$ cat config.mk
export PLATFORM = sky130hd
export DESIGN_NAME = psg_tone_noise_envelope_generator
export DESIGN_NICKNAME = d
export VERILOG_FILES = /design/src/rtl/psgtne_pkg.sv /design/src/rtl/psgtne_phase.sv /design/src/rtl/psgtne_core.sv /design/src/rtl/psgtne_mix.sv /design/src/rtl/psg_tone_noise_envelope_generator.sv
export SDC_FILE = /design/constraint.sdc
export NUM_CORES = 1
export LEC_CHECK = 0
export ABC_AREA = 1
export BUFFER_PORTS_ARGS = -buffer_cell sky130_fd_sc_hd__buf_2
export CAP_MARGIN = 25
export CORE_UTILIZATION = 35
export CTS_BUF_LIST = sky130_fd_sc_hd__clkbuf_8
export DETAILED_ROUTE_END_ITERATION = 7
export GPL_ROUTABILITY_DRIVEN = 0
export PLACE_DENSITY = 0.51
export SYNTH_ARGS = -nofsm -noshare
export SYNTH_HDL_FRONTEND = slang
export SYNTH_SLANG_ARGS = --single-unit
$ cat constraint.sdc
create_clock -name aclk -period 10 [get_ports aclk]
set_input_delay 1 -clock aclk [delete_from_list [all_inputs] [get_ports aclk]]
set_output_delay 1 -clock aclk [all_outputs]
set_load 0.01 [all_outputs]
$ cat src/rtl/psgtne_pkg.sv
// Shared types, codes, tables and helper functions of the sound generator.
// No dependencies; every other file refers to it by scoped names.
package psgtne_pkg;

    // Phase accumulator fraction width and its sum width
    localparam int FRAC_BITS = 24;
    localparam int SUM_W     = 40;

    // Item kinds on the input channel
    typedef enum logic [1:0] {
        KIND_LATCH = 2'd0,
        KIND_WRITE = 2'd1,
        KIND_READ  = 2'd2,
        KIND_TICK  = 2'd3
    } kind_t;

    // Configuration register indexes
    typedef enum logic [1:0] {
        CFG_STEP_INC  = 2'd0,
        CFG_VOL_MODE  = 2'd1,
        CFG_MUTE      = 2'd2,
        CFG_STEREO    = 2'd3
    } cfg_idx_t;

    localparam logic [31:0] STEP_INC_RESET = 32'h0100_0000;
    localparam logic [5:0]  STEREO_RESET   = 6'h3f;

    // Register file places
    localparam logic [3:0] REG_NOISE_PER  = 4'd6;
    localparam logic [3:0] REG_MIXER      = 4'd7;
    localparam logic [3:0] REG_VOL_A      = 4'd8;
    localparam logic [3:0] REG_ENV_FINE   = 4'd11;
    localparam logic [3:0] REG_ENV_COARSE = 4'd12;
    localparam logic [3:0] REG_ENV_SHAPE  = 4'd13;

    // The top tap sits one bit above the shift register and lands in bit 16 after the shift
    localparam logic [16:0] LFSR_RESET = 17'h0ffff;
    localparam logic [17:0] LFSR_TAPS  = 18'h24000;

    typedef struct packed {
        logic [1:0] kind;
        logic [7:0] write_data;
    } in_item_t;

    typedef struct packed {
        logic        is_sample;
        logic [7:0]  read_data;
        logic [12:0] level_a;
        logic [12:0] level_b;
        logic [12:0] level_c;
        logic [14:0] left_sum;
        logic [14:0] right_sum;
    } out_item_t;

    // Per-channel control from the core to the mixer
    typedef struct packed {
        logic       audible;
        logic [4:0] vol_idx;
    } chan_ctl_t;

    typedef struct packed {
        logic       hit;
        logic [16:0] cnt;
    } div_res_t;

    localparam logic [7:0] YM_LEVELS [32] = '{
        8'h00, 8'h01, 8'h01, 8'h02, 8'h02, 8'h03, 8'h03, 8'h04,
        8'h05, 8'h06, 8'h07, 8'h09, 8'h0B, 8'h0D, 8'h0F, 8'h12,
        8'h16, 8'h1A, 8'h1F, 8'h25, 8'h2D, 8'h35, 8'h3F, 8'h4C,
        8'h5A, 8'h6A, 8'h7F, 8'h97, 8'hB4, 8'hD6, 8'hFF, 8'hFF
    };

    localparam logic [7:0] AY_LEVELS [32] = '{
        8'h00, 8'h00, 8'h03, 8'h03, 8'h04, 8'h04, 8'h06, 8'h06,
        8'h09, 8'h09, 8'h0D, 8'h0D, 8'h12, 8'h12, 8'h1D, 8'h1D,
        8'h22, 8'h22, 8'h37, 8'h37, 8'h4D, 8'h4D, 8'h62, 8'h62,
        8'h82, 8'h82, 8'hA6, 8'hA6, 8'hD0, 8'hD0, 8'hFF, 8'hFF
    };

    // Implemented bits of each register
    function automatic logic [7:0] reg_mask(input logic [3:0] idx);
        logic [7:0] m;
        case (idx)
            4'd1, 4'd3, 4'd5, 4'd13: m = 8'h0f;
            4'd6, 4'd8, 4'd9, 4'd10: m = 8'h1f;
            4'd7:                    m = 8'h3f;
            default:                 m = 8'hff;
        endcase
        return m;
    endfunction

    // Volume table lookup: mode 0 selects the 32-step table
    function automatic logic [7:0] level_of(input logic mode, input logic [4:0] idx);
        return mode ? AY_LEVELS[idx] : YM_LEVELS[idx];
    endfunction

    // Advance a divider by the carry; wide selects a 17-bit counter, else 16-bit
    function automatic div_res_t div_step(input logic [16:0] cnt, input logic [15:0] period,
                                          input logic [7:0] carry, input logic wide);
        logic [16:0] s;
        div_res_t    r;
        s = cnt + {9'd0, carry};
        if (!wide) begin
            s[16] = 1'b0;
        end
        r.hit = (s >= {1'b0, period});
        if (!r.hit) begin
            r.cnt = s;
        end else if (period >= {8'd0, carry}) begin
            r.cnt = s - {1'b0, period};
        end else begin
            r.cnt = '0;
        end
        return r;
    endfunction

endpackage

$ cat src/rtl/psgtne_phase.sv
// Fixed-point tick phase accumulator; holds the step increment register.
// Depends on psgtne_pkg.
module psgtne_phase (
    input  logic        aclk,
    input  logic        aresetn,
    input  logic        inc_we,
    input  logic [31:0] inc_data,
    input  logic        advance,
    output logic [7:0]  carry
);

    logic [31:0]                    step_inc_reg;
    logic [psgtne_pkg::FRAC_BITS-1:0] phase_reg;
    logic [psgtne_pkg::FRAC_BITS-1:0] phase_next;
    logic [psgtne_pkg::SUM_W-1:0]     sum;

    // Add the increment; whole steps carry out above the fraction
    always_comb begin
        sum = {{(psgtne_pkg::SUM_W-psgtne_pkg::FRAC_BITS){1'b0}}, phase_reg}
            + {{(psgtne_pkg::SUM_W-32){1'b0}}, step_inc_reg};
        carry      = sum[psgtne_pkg::FRAC_BITS +: 8];
        phase_next = sum[psgtne_pkg::FRAC_BITS-1:0];
    end

    always_ff @(posedge aclk) begin
        if (!aresetn) begin
            step_inc_reg <= psgtne_pkg::STEP_INC_RESET;
            phase_reg    <= '0;
        end else begin
            if (inc_we) begin
                step_inc_reg <= inc_data;
            end
            if (advance) begin
                phase_reg <= phase_next;
            end
        end
    end

endmodule

$ cat src/rtl/psgtne_core.sv
// Register file, address latch, tone/noise/envelope dividers and their update.
// Depends on psgtne_pkg.
module psgtne_core (
    input  logic                  aclk,
    input  logic                  aresetn,
    input  logic                  go,
    input  psgtne_pkg::in_item_t  item,
    input  logic [7:0]            carry,
    output logic [7:0]            read_byte,
    output psgtne_pkg::chan_ctl_t ctl [3]
);

    logic [7:0]  regfile_reg [16];
    logic [4:0]  addr_reg;
    logic [15:0] tone_cnt_reg [3];
    logic [15:0] tone_cnt_next [3];
    logic [2:0]  tone_edge_reg;
    logic [2:0]  tone_edge_next;
    logic [16:0] noise_shift_reg;
    logic [16:0] noise_shift_next;
    logic [17:0] noise_fb;
    logic        noise_pre_reg;
    logic        noise_pre_next;
    logic [15:0] noise_cnt_reg;
    logic [15:0] noise_cnt_next;
    logic [16:0] env_cnt_reg;
    logic [16:0] env_cnt_next;
    logic [4:0]  env_step_reg;
    logic [4:0]  env_step_next;
    logic        env_dir_reg;
    logic        env_dir_next;
    logic        env_paused_reg;
    logic        env_paused_next;

    logic        do_latch;
    logic        do_write;
    logic        do_tick;
    logic [7:0]  wr_byte;
    logic [7:0]  shape;
    logic [7:0]  mixer;
    logic [5:0]  step6;
    psgtne_pkg::div_res_t env_div;
    psgtne_pkg::div_res_t noise_div;
    psgtne_pkg::div_res_t tone_div [3];

    assign do_latch = go && (item.kind == psgtne_pkg::KIND_LATCH);
    assign do_write = go && (item.kind == psgtne_pkg::KIND_WRITE) && !addr_reg[4];
    assign do_tick  = go && (item.kind == psgtne_pkg::KIND_TICK);
    assign wr_byte  = item.write_data & psgtne_pkg::reg_mask(addr_reg[3:0]);
    assign shape    = regfile_reg[psgtne_pkg::REG_ENV_SHAPE];
    assign mixer    = regfile_reg[psgtne_pkg::REG_MIXER];

    // Read back the latched register; addresses above fifteen read zero
    assign read_byte = addr_reg[4] ? 8'd0 : regfile_reg[addr_reg[3:0]];

    // Envelope divider and shape walk
    always_comb begin
        env_div = psgtne_pkg::div_step(env_cnt_reg,
                                       {regfile_reg[psgtne_pkg::REG_ENV_COARSE],
                                        regfile_reg[psgtne_pkg::REG_ENV_FINE]},
                                       carry, 1'b1);
        env_cnt_next    = env_div.cnt;
        step6           = {1'b0, env_step_reg};
        env_dir_next    = env_dir_reg;
        env_paused_next = env_paused_reg;
        if (env_div.hit) begin
            if (!env_paused_reg) begin
                step6 = env_dir_reg ? step6 + 6'd1 : step6 - 6'd1;
            end
            if (step6[5]) begin
                if (shape[3]) begin
                    if (shape[1] ^ shape[0]) begin
                        env_dir_next = !env_dir_reg;
                    end
                    if (shape[0]) begin
                        env_paused_next = 1'b1;
                    end
                    step6 = env_dir_next ? 6'd0 : 6'h1f;
                end else begin
                    env_paused_next = 1'b1;
                    step6           = 6'd0;
                end
            end
        end
        env_step_next = step6[4:0];
    end

    // Noise divider; shift the LFSR on every second overflow
    always_comb begin
        noise_div = psgtne_pkg::div_step({1'b0, noise_cnt_reg},
                                         {11'd0, regfile_reg[psgtne_pkg::REG_NOISE_PER][4:0]},
                                         carry, 1'b0);
        noise_cnt_next   = noise_div.cnt[15:0];
        noise_pre_next   = noise_pre_reg ^ noise_div.hit;
        noise_fb         = {1'b0, noise_shift_reg}
                         ^ (noise_shift_reg[0] ? psgtne_pkg::LFSR_TAPS : 18'd0);
        noise_shift_next = noise_shift_reg;
        if (noise_div.hit && noise_pre_next) begin
            noise_shift_next = noise_fb[17:1];
        end
    end

    // Tone dividers and the gating seen by the mixer
    always_comb begin
        for (int i = 0; i < 3; i++) begin
            tone_div[i] = psgtne_pkg::div_step({1'b0, tone_cnt_reg[i]},
                                               {4'd0, regfile_reg[2*i+1][3:0], regfile_reg[2*i]},
                                               carry, 1'b0);
            tone_cnt_next[i]  = tone_div[i].cnt[15:0];
            tone_edge_next[i] = tone_edge_reg[i] ^ tone_div[i].hit;
            ctl[i].audible    = (mixer[i] || tone_edge_next[i])
                             && (mixer[i+3] || noise_shift_next[0]);
            ctl[i].vol_idx    = regfile_reg[psgtne_pkg::REG_VOL_A + 4'(i)][4]
                              ? env_step_next
                              : {regfile_reg[psgtne_pkg::REG_VOL_A + 4'(i)][3:0], 1'b0};
        end
    end

    always_ff @(posedge aclk) begin
        if (!aresetn) begin
            for (int i = 0; i < 16; i++) begin
                regfile_reg[i] <= '0;
            end
            for (int i = 0; i < 3; i++) begin
                tone_cnt_reg[i] <= '0;
            end
            addr_reg        <= '0;
            tone_edge_reg   <= '0;
            noise_shift_reg <= psgtne_pkg::LFSR_RESET;
            noise_pre_reg   <= 1'b0;
            noise_cnt_reg   <= '0;
            env_cnt_reg     <= '0;
            env_step_reg    <= '0;
            env_dir_reg     <= 1'b0;
            env_paused_reg  <= 1'b1;
        end else begin
            if (do_latch) begin
                addr_reg <= item.write_data[4:0];
            end
            // Register write; a shape write restarts the envelope
            if (do_write) begin
                regfile_reg[addr_reg[3:0]] <= wr_byte;
                if (addr_reg[3:0] == psgtne_pkg::REG_ENV_SHAPE) begin
                    env_dir_reg    <= wr_byte[2];
                    env_paused_reg <= 1'b0;
                    env_step_reg   <= wr_byte[2] ? 5'd0 : 5'h1f;
                end
            end
            if (do_tick) begin
                for (int i = 0; i < 3; i++) begin
                    tone_cnt_reg[i] <= tone_cnt_next[i];
                end
                tone_edge_reg   <= tone_edge_next;
                noise_shift_reg <= noise_shift_next;
                noise_pre_reg   <= noise_pre_next;
                noise_cnt_reg   <= noise_cnt_next;
                env_cnt_reg     <= env_cnt_next;
                env_step_reg    <= env_step_next;
                env_dir_reg     <= env_dir_next;
                env_paused_reg  <= env_paused_next;
            end
        end
    end

endmodule

$ cat src/rtl/psgtne_mix.sv
// Volume table lookup, muting and stereo summing of the three channels.
// Depends on psgtne_pkg.
module psgtne_mix (
    input  logic                  vol_mode,
    input  logic [2:0]            mute_mask,
    input  logic [5:0]            pan_bits,
    input  psgtne_pkg::chan_ctl_t ctl [3],
    output logic [12:0]           level [3],
    output logic [14:0]           left_sum,
    output logic [14:0]           right_sum
);

    // Look up levels, then add those enabled on each side
    always_comb begin
        left_sum  = '0;
        right_sum = '0;
        for (int i = 0; i < 3; i++) begin
            if (ctl[i].audible && !mute_mask[i]) begin
                level[i] = {psgtne_pkg::level_of(vol_mode, ctl[i].vol_idx), 5'd0};
            end else begin
                level[i] = '0;
            end
            if (pan_bits[2*i]) begin
                left_sum = left_sum + {2'd0, level[i]};
            end
            if (pan_bits[2*i+1]) begin
                right_sum = right_sum + {2'd0, level[i]};
            end
        end
    end

endmodule

$ cat src/rtl/psg_tone_noise_envelope_generator.sv
// Top level of the three-channel tone/noise/envelope sound generator.
// Depends on psgtne_pkg, psgtne_phase, psgtne_core and psgtne_mix.

// The block takes one item per clock: latch, write, read or tick. An accepted
// item is held in an input register and processed there; its result (reads
// and ticks only) is captured in a result register and shown on m_data with
// m_valid. A full result register that is not taken stalls reads and ticks
// in the input register, and s_ready then drops. The tick phase accumulator
// is advanced at acceptance so the whole-step carry arrives registered;
// divider, envelope, table lookup and stereo sums enter the result register.
// Configuration is written through cfg_wr_en/cfg_index/cfg_wdata
// while idle; the user must keep to this, the block does not enforce it.
module psg_tone_noise_envelope_generator (
    input  logic                  aclk,
    input  logic                  aresetn,
    input  logic                  s_valid,
    output logic                  s_ready,
    input  psgtne_pkg::in_item_t  s_data,
    output logic                  m_valid,
    input  logic                  m_ready,
    output psgtne_pkg::out_item_t m_data,
    input  logic                  cfg_wr_en,
    input  logic [1:0]            cfg_index,
    input  logic [31:0]           cfg_wdata
);

    logic                  in_valid_reg;
    logic                  in_valid_next;
    psgtne_pkg::in_item_t  in_item_reg;
    logic [7:0]            carry_reg;
    logic [7:0]            carry;
    logic                  out_valid_reg;
    logic                  out_valid_next;
    psgtne_pkg::out_item_t out_item_reg;
    psgtne_pkg::out_item_t out_item_next;

    logic                  vol_mode_reg;
    logic [2:0]            mute_reg;
    logic [5:0]            stereo_reg;

    logic                  s_fire;
    logic                  has_result;
    logic                  go;
    logic [7:0]            read_byte;
    psgtne_pkg::chan_ctl_t ctl [3];
    logic [12:0]           level [3];
    logic [14:0]           left_sum;
    logic [14:0]           right_sum;

    // Handshake: process when the result register can take the outcome
    assign has_result = (in_item_reg.kind == psgtne_pkg::KIND_READ)
                     || (in_item_reg.kind == psgtne_pkg::KIND_TICK);
    assign go         = in_valid_reg && (!has_result || !out_valid_reg || m_ready);
    assign s_ready    = !in_valid_reg || go;
    assign s_fire     = s_valid && s_ready;
    assign m_valid    = out_valid_reg;
    assign m_data     = out_item_reg;

    psgtne_phase u_phase (
        .aclk     (aclk),
        .aresetn  (aresetn),
        .inc_we   (cfg_wr_en && (cfg_index == psgtne_pkg::CFG_STEP_INC)),
        .inc_data (cfg_wdata),
        .advance  (s_fire && (s_data.kind == psgtne_pkg::KIND_TICK)),
        .carry    (carry)
    );

    psgtne_core u_core (
        .aclk      (aclk),
        .aresetn   (aresetn),
        .go        (go),
        .item      (in_item_reg),
        .carry     (carry_reg),
        .read_byte (read_byte),
        .ctl       (ctl)
    );

    psgtne_mix u_mix (
        .vol_mode  (vol_mode_reg),
        .mute_mask (mute_reg),
        .pan_bits  (stereo_reg),
        .ctl       (ctl),
        .level     (level),
        .left_sum  (left_sum),
        .right_sum (right_sum)
    );

    // Build the result item and advance the valid flags
    always_comb begin
        in_valid_next = s_fire ? 1'b1 : (go ? 1'b0 : in_valid_reg);
        out_item_next = '0;
        if (in_item_reg.kind == psgtne_pkg::KIND_TICK) begin
            out_item_next.is_sample = 1'b1;
            out_item_next.level_a   = level[0];
            out_item_next.level_b   = level[1];
            out_item_next.level_c   = level[2];
            out_item_next.left_sum  = left_sum;
            out_item_next.right_sum = right_sum;
        end else begin
            out_item_next.read_data = read_byte;
        end
        if (go && has_result) begin
            out_valid_next = 1'b1;
        end else if (m_ready) begin
            out_valid_next = 1'b0;
        end else begin
            out_valid_next = out_valid_reg;
        end
    end

    // Input register and carry captured at acceptance; result stored when due
    always_ff @(posedge aclk) begin
        if (s_fire) begin
            in_item_reg <= s_data;
            carry_reg   <= carry;
        end
        if (go && has_result) begin
            out_item_reg <= out_item_next;
        end
    end

    always_ff @(posedge aclk) begin
        if (!aresetn) begin
            in_valid_reg  <= 1'b0;
            out_valid_reg <= 1'b0;
            vol_mode_reg  <= 1'b0;
            mute_reg      <= '0;
            stereo_reg    <= psgtne_pkg::STEREO_RESET;
        end else begin
            in_valid_reg  <= in_valid_next;
            out_valid_reg <= out_valid_next;
            if (cfg_wr_en) begin
                case (cfg_index)
                    psgtne_pkg::CFG_VOL_MODE: vol_mode_reg <= cfg_wdata[0];
                    psgtne_pkg::CFG_MUTE:     mute_reg     <= cfg_wdata[2:0];
                    psgtne_pkg::CFG_STEREO:   stereo_reg   <= cfg_wdata[5:0];
                    default: ;
                endcase
            end
        end
    end

endmodule

# --- Word level (Yosys, flattened, before mapping) ---
# Memories as Yosys holds them, arrays and structs flattened. A register that Yosys moved wholly into a read port is not among the register bits.
# Cells that the tools add are included.
word_totals:
  reg_bits: 222
  ramBits: 176
  romBits: 1600
  inputBits: 49
  out_inout_bits: 80
  word_cells: 226
  mem_count: 9
op_classes:
  add_sub_neg: 17
  magnitude_cmp: 13
  eq_ne: 12
  n_mux: 87
  bitwise_logic: 13
  n_reduce_logical: 49
memory_table:
  columns: ["name", "depth", "width", "rd", "rd_clocked_by_memory_dff", "wr", "line_no", "rtl"]
  rows:
  - ["(name not given)", 32, 8, 1, 0, 0, "psgtne_pkg.sv:94", "return mode ? AY_LEVELS[idx] : YM_LEVELS[idx];"]
  - ["(name not given)", 32, 8, 1, 0, 0, "psgtne_pkg.sv:94", null]
  - ["(name not given)", 32, 8, 1, 0, 0, "psgtne_pkg.sv:94", null]
  - ["(name not given)", 32, 8, 1, 0, 0, "psgtne_pkg.sv:94", null]
  - ["(name not given)", 32, 8, 1, 0, 0, "psgtne_pkg.sv:94", null]
  - ["(name not given)", 32, 8, 1, 0, 0, "psgtne_pkg.sv:94", null]
  - ["3 more memories", null, null, null, null, null, null, null]
ops:
  columns: ["cell", "n"]
  rows:
  - ["16-bit 2-to-1 mux", 11]
  - ["8-bit 2-to-1 mux", 16]
  - ["13-bit 2-to-1 mux", 5]
  - ["16-bit by 8-bit adder with 16-bit output", 4]
  - ["15-bit 2-to-1 mux", 4]
  - ["5-bit 2-to-1 mux", 11]
  - ["16-bit by 12-bit >= comparator with 1-bit output", 3]
  - ["16-bit by 12-bit subtractor with 16-bit output", 3]
  - ["12-bit by 8-bit >= comparator with 1-bit output", 3]
  - ["17-bit 2-to-1 mux", 2]
  - ["24-bit by 32-bit adder with 32-bit output", 1]
  - ["1-bit 2-to-1 mux", 31]
  - ["15-bit by 13-bit adder with 15-bit output", 2]
  - ["13-bit by 13-bit adder with 14-bit output", 2]
  - ["6-bit >= comparator, second input constant", 3]
  - ["18-bit 2-to-1 mux", 1]
  - ["6-bit 2-to-1 mux", 3]
  - ["5-bit NOT with 6-bit output", 3]
  - ["17-bit by 18-bit bitwise XOR with 18-bit output", 1]
  - ["17-bit by 8-bit adder with 17-bit output", 1]
  - ["17-bit by 16-bit >= comparator with 1-bit output", 1]
  - ["17-bit by 16-bit subtractor with 17-bit output", 1]
  - ["16-bit by 5-bit >= comparator with 1-bit output", 1]
  - ["16-bit by 8-bit >= comparator with 1-bit output", 1]
  - ["other kinds (22)", 77]

# --- Longest topological paths before layout ---
depth:
  word_depth: 22
  mapped_depth: 55
  mapped_depth_nobuf: 54

# --- Hierarchy ---
# A second synthesis with hierarchy kept.
hier_totals:
  cells_unflattened: 4243
  area_unflattened_um2: 30679.4
modules_own_cells:
  columns: ["module", "n_inst", "cells_each", "area_each_um2", "seq_area_each_um2"]
  rows:
  - ["psgtne_core", 1, 2500, 18487.7, 6746.5]
  - ["psgtne_phase", 1, 715, 4140.2, 1121.1]
  - ["psg_tone_noise_envelope_generator", 1, 338, 4124.0, 3123.0]
  - ["psgtne_mix", 1, 690, 3927.5, 0.0]

# --- Worst setup path before layout ---
# No wires, ideal clock.
synth_timing:
  kind: "reg-to-reg"
  start: "reg carry_reg[1]"
  end: "reg out_item_reg (netlist bit m_data[28]) (data pin)"
  setup_time_ns: 0.268
  arrival_ns: 6.985
  required_ns: 9.732
  slack_ns: 2.747
  path_stages_with_launch: 55
  n_path_buf: 1
  period_less_slack_ns: 7.253
  path_cell_list: "edfxtp_1 > ha_1 > nand3_1 > nand2_1 > nand2_1 > o211ai_1 > nand2_1 > a21oi_1 > nand2_1 > inv_1 > nand2_1 > nor3_1 > nand2_1 > xor2_1 > ha_1 > inv_2 > nor3_2 > nand2_1 > (+19 left out) > inv_1 > a31oi_1 > xor2_1 > nand2_1 > a21boi_1 > ha_1 > inv_1 > o31ai_1 > inv_1 > nor2_1 > nor2_1 > o21ai_0 > and2_1 > nor2_1 > nor2_1 > o21ai_0 > o21ai_0 > a21oi_1"
synth_between:
  elab_chain_len: 15
  word_cells_on_any_way: 64
  classes_between: "add/sub: 7; order compare: 5; mux: 26; bitwise: 7; reduce/logical: 13; memory: 6"
synth_rtl:
  columns: ["item", "line_no", "rtl"]
  rows:
  - ["from (decl)", "psg_tone_noise_envelope_generator.sv:30", "logic [7:0] carry_reg;"]
  - ["from (signal assigned)", "psg_tone_noise_envelope_generator.sv:115", "carry_reg <= carry;"]
  - ["17-bit by 8-bit adder with 17-bit output", "psgtne_pkg.sv:102", "s = cnt + {9'd0, carry};"]
  - ["17-bit by 16-bit >= comparator with 1-bit output", "psgtne_pkg.sv:106", "r.hit = (s >= {1'b0, period});"]
  - ["5-bit 2-to-1 mux", "psgtne_core.sv:66", "if (env_div.hit) begin"]
  - ["5-bit 2-to-1 mux", "psgtne_core.sv:114", "? env_step_next"]
  - ["5-bit NOT with 6-bit output (implied by the code)", "psgtne_pkg.sv:94", null]
  - ["memory read 32 x 8 bit", null, null]
  - ["8-bit 2-to-1 mux (implied by the code) (2 in a row)", "psgtne_pkg.sv:94", null]
  - ["8-bit 2-to-1 mux", "psgtne_pkg.sv:94", null]
  - ["13-bit 2-to-1 mux", "psgtne_mix.sv:18", "if (ctl[i].audible && !mute_mask[i]) begin"]
  - ["13-bit 2-to-1 mux", "psgtne_mix.sv:23", "if (pan_bits[2*i]) begin"]
  - ["13-bit by 13-bit adder with 14-bit output", "psgtne_mix.sv:24", "left_sum = left_sum + {2'd0, level[i]};"]
  - ["15-bit 2-to-1 mux", "psgtne_mix.sv:23", null]
  - ["15-bit by 13-bit adder with 15-bit output", "psgtne_mix.sv:24", null]
  - ["15-bit 2-to-1 mux *", "psgtne_mix.sv:23", null]
  - ["to (signal assigned)", "psg_tone_noise_envelope_generator.sv:118", "out_item_reg <= out_item_next;"]
  - ["to (decl)", "psg_tone_noise_envelope_generator.sv:34", "psgtne_pkg::out_item_t out_item_reg;"]
# Every way passes the cells marked *; elsewhere a longest branch is shown, timed or not. The select of a mux whose other input is x is not followed.
# A chain may end at the register's enable or synchronous reset.

==> metrics.md <==
| Metric | Value |
|---|---|
| Status | completed |
| Maxcap violations | 0 |
| Worst EP arrival | 9.10 ns |
| Combinational share of power | 23.3% |
| Vias in the first global route | 22,950 |
| VDD IR max | 80.21 µV |
| Worst-path fanout max | 16 |
| Met2 wire length | 36,000 µm |
| Post-DR wirelength/cell | 17.44 µm |
| Post-synth top flop | edfxtp_1 |
| Die area | 79,460 µm² |
| Final setup fails | 0 |
| Avg Cell Area, Syn | 7.741 µm² |
| Netlist cell types | 71 |
| GRT Util Overall | 20.93% |
| Type of origin of the critical path | register |
| Routed Antenna Nets | 0 |
| Post-place setup slack | 1.429 ns |
| Max Buffers Root-to-Sink | 3 |
| Count of flip-flops with a built-in enable after synthesis | 247 |
| Worst Max-Slew Pin Slew | 1.072 ns |
| Number of hold violations in the final report | 0 |
| Total number of vias | 23,810 |
| Hold Path Class | reg2reg |
| Final TNS setup | 0 ns |
| Initial Util | 35.39% |
| Synth area leader | edfxtp_1 |
| Met3 wire len | 5179 µm |
| CTS Root Cell | clkbuf_8 |
| RSZ-0062 raised after global routing | no |
| Non-Filler Instances | 4,759 |
| Post-synth ARST share | 0% |
| Max reg flops | 128 |
| Area growth, synth to finish | 10.80% |
| DRT met1 WL | 39,750 µm |
| Via/cell ratio | 5.004 |
| Placed Cells | 4,619 |
| Setup crit end kind | register |
| Max incr delay on CP | 0.63 ns |
| Ratio of final minimum period to clock period | 87.14% |
| Initial antenna violation count | 8 |
| Synthesis Warnings | 0 |
| Fin worst setup slack | 1.286 ns |
| Largest net degree at the start of global routing | 58 |
| Clk pwr share | 35.2% |
| Worst Skew | 0.04536 ns |
| Synth Register Bits | 384 |
| Setup Fix Bufs, Post-CTS | 0 |
| Hold_buf cts | 0 |
| Slew Limit Fails | 0 |
| GRT Residual Overflow | 0 |
| P_sw | 1440 µW |
| Slew HR | 28.26% |
| Initial DRC Count | 1,802 |
| Insertion delay to the later sink of the worst-skew pair | 0.68 ns |
| Top cells by area, synth | edfxtp_1 (27%), ha_1 (10%), dfxtp_1 (10%) |
| H-tree levels | 3 |
| Setup CP Type | reg2reg |
| Die width | 281.9 µm |
| Clk sink count | 384 |
| Worst path slowest cell | edfxtp_1 |
| Core ar. | 77,470 µm² |
| CTS tree | yes |
| FMAX | 114.8 MHz |
| Int Pwr | 2897 µW |
| Sequential cell area | 10,160 µm² |
| DRC | 0 |
| Cells after synthesis | 3,542 |
| Global-route wire length before repair | 129,300 µm |
| Total Routed Length | 82,990 µm |
| Max layer used | met5 |
| Nets | 3,945 |
| Switching Fraction | 33.20% |
| Leak | 0.01413 µW |
| Share of power burned in registers | 41.4% |
| Resized Gates After CTS | 0 |
| Share of cells above drive strength 1 | 9.093% |
| Period minus WS final | 8.714 ns |
| Multi-input gate area | 15,020 µm² |
| Die Ht | 281.9 µm |
| Number of CTS-inserted buffers | 75 |
| Pwr Density | 142.8 nW/µm² |
| Synth top area share | 27.05% |
| Cell mode on critical path | nand2_1 |
| Port Buffers | 103 |
| Synthesized area | 27,420 µm² |
| Sequential area share after synthesis | 37.05% |
| Ports | 129 |
| Worst EP required | 10.38 ns |
| Fillers | 8,192 |
| Drt pass-1 iters | 6 |
| Std cell rows | 102 |
| Clock slew at reported path FFs | 0.06 ns |
| Dpl hpwl | 62,080 µm |
-- cells in the mapped netlist (all sizes together), types with 5 or more instances --
| master | count |
|---|---|
| a211oi | 20 |
| a21boi | 22 |
| a21o | 5 |
| a21oi | 210 |
| a22o | 10 |
| a22oi | 51 |
| a31oi | 22 |
| a41oi | 8 |
| and2 | 9 |
| buf | 47 |
| clkbuf | 67 |
| clkinv | 6 |
| dfxtp | 137 |
| edfxtp | 247 |
| fa | 16 |
| ha | 223 |
| inv | 462 |
| nand2 | 732 |
| nand3 | 206 |
| nand3b | 16 |
| nand4 | 34 |
| nor2 | 424 |
| nor3 | 47 |
| nor4 | 6 |
| o211ai | 21 |
| o21a | 6 |
| o21ai | 268 |
| o21bai | 25 |
| o221ai | 8 |
| o22ai | 13 |
| o31ai | 7 |
| or2 | 23 |
| xnor2 | 39 |
| xor2 | 86 |
-- layer usage --
layer / vias to the layer above / global-route usage (%)
met1: 10930 / 29.59
met4: 6 / 6.494
met3: 126 / 3.795
met2: 619 / 32.12
met5: - / 0
li1: 12130 / -
-- layout by cell type, fill, tap and decap left out, types with 13 or more instances in the layout --
cell | netlist | layout
xnor2_1 | 39 | 39
or2_2 | 19 | 19
buf_4 | 28 | 24
o22ai_1 | 13 | 13
inv_2 | 15 | 15
edfxtp_1 | 247 | 247
conb_1 | 1 | 25
buf_2 | 8 | 102
o21ai_1 | 35 | 35
nand2_1 | 708 | 707
dfxtp_1 | 137 | 137
a22oi_1 | 51 | 51
a211oi_1 | 20 | 20
o211ai_1 | 21 | 21
fa_1 | 16 | 16
ha_1 | 223 | 223
nor2_1 | 416 | 411
xor2_1 | 85 | 85
clkinv_1 | 6 | 15
nand4_1 | 31 | 31
a31oi_1 | 22 | 22
a21oi_1 | 199 | 199
nand3b_1 | 16 | 16
o21ai_0 | 226 | 226
o21bai_1 | 24 | 24
nand2_2 | 18 | 18
nor3_1 | 42 | 41
clkbuf_8 | 3 | 80
inv_1 | 446 | 480
nand3_1 | 195 | 195
-- power by group through the flow --
stage | combinational [µW] | clock (µW) | sequential (µW)
after CTS | 1010 | 1580 | 1800
after detailed placement | 1000 | 0 | 1830
after global routing | 1150 | 1650 | 1800
after global placement | 1000 | 0 | 1830
after floorplan | 751 | 0 | 1820
final | 1010 | 1530 | 1800
-- stage by stage --
| step | util [%] | hold slack [ns] | total power [µW] | cell area (µm²) |
|---|---|---|---|---|
| 3_3_place_gp | 37.35 | 0.4383 | 2830 | 28930 |
| 2_1_floorplan | - | 0.4235 | 2569 | 27510 |
| 6_report | 39.22 | 0.4529 | 4337 | 30380 |
| 3_5_place_dp | 37.37 | 0.4417 | 2833 | 28950 |
| 5_1_grt | 39.21 | 0.4637 | 4603 | 30380 |
| 4_1_cts | 39.20 | 0.4466 | 4388 | 30370 |
-- cell type report --
cell class                 count  area share [%]
multi-input combinational   2600           49.45
antenna                        2         0.01647
timing repair buffer         128           2.339
clock buffer                  80           3.624
clock inverter                57           1.054
inverter                     468           5.791
sequential                   384           33.44
tap                         1040           4.283
-- worst max-delay path, delay by kind of cell (launching register included) --
family,cells,cell delay (ns)
AOI/OAI and AO/OA,13,2.30
xor gates and xnor gates,2,0.41
adders and majority gates,5,1.66
buffers and inverters,6,0.57
DFF,1,0.63
and+or+nand+nor,24,2.80
-- logic make-up (layout without fill, tap and decap cells) --
group	Yosys count	after routing	synth area share, %
AOI/OAI and AO/OA	708	708	15.40
xor gates and xnor gates	125	125	4.020
adders and majority gates	239	239	11.34
buffers and inverters	582	733	8.616
DFF	384	384	37.05
other	1	27	0.01368
and+or+nand+nor	1503	1503	23.56
-- worst paths after layout --
path | startpoint | to | slack (ns) | cells after the start
max reg2reg | carry_reg[2]$_DFFE_PP_ | m_data[28]$_SDFFCE_PN0P_ | 1.29 | 50
min | mute_reg[1]$_SDFFE_PN0P_ | mute_reg[1]$_SDFFE_PN0P_ | 0.45 | 2
max | carry_reg[2]$_DFFE_PP_ | m_data[28]$_SDFFCE_PN0P_ | 1.29 | 50
min reg2reg | mute_reg[1]$_SDFFE_PN0P_ | mute_reg[1]$_SDFFE_PN0P_ | 0.45 | 2
Power figures use the tool's default switching activity.
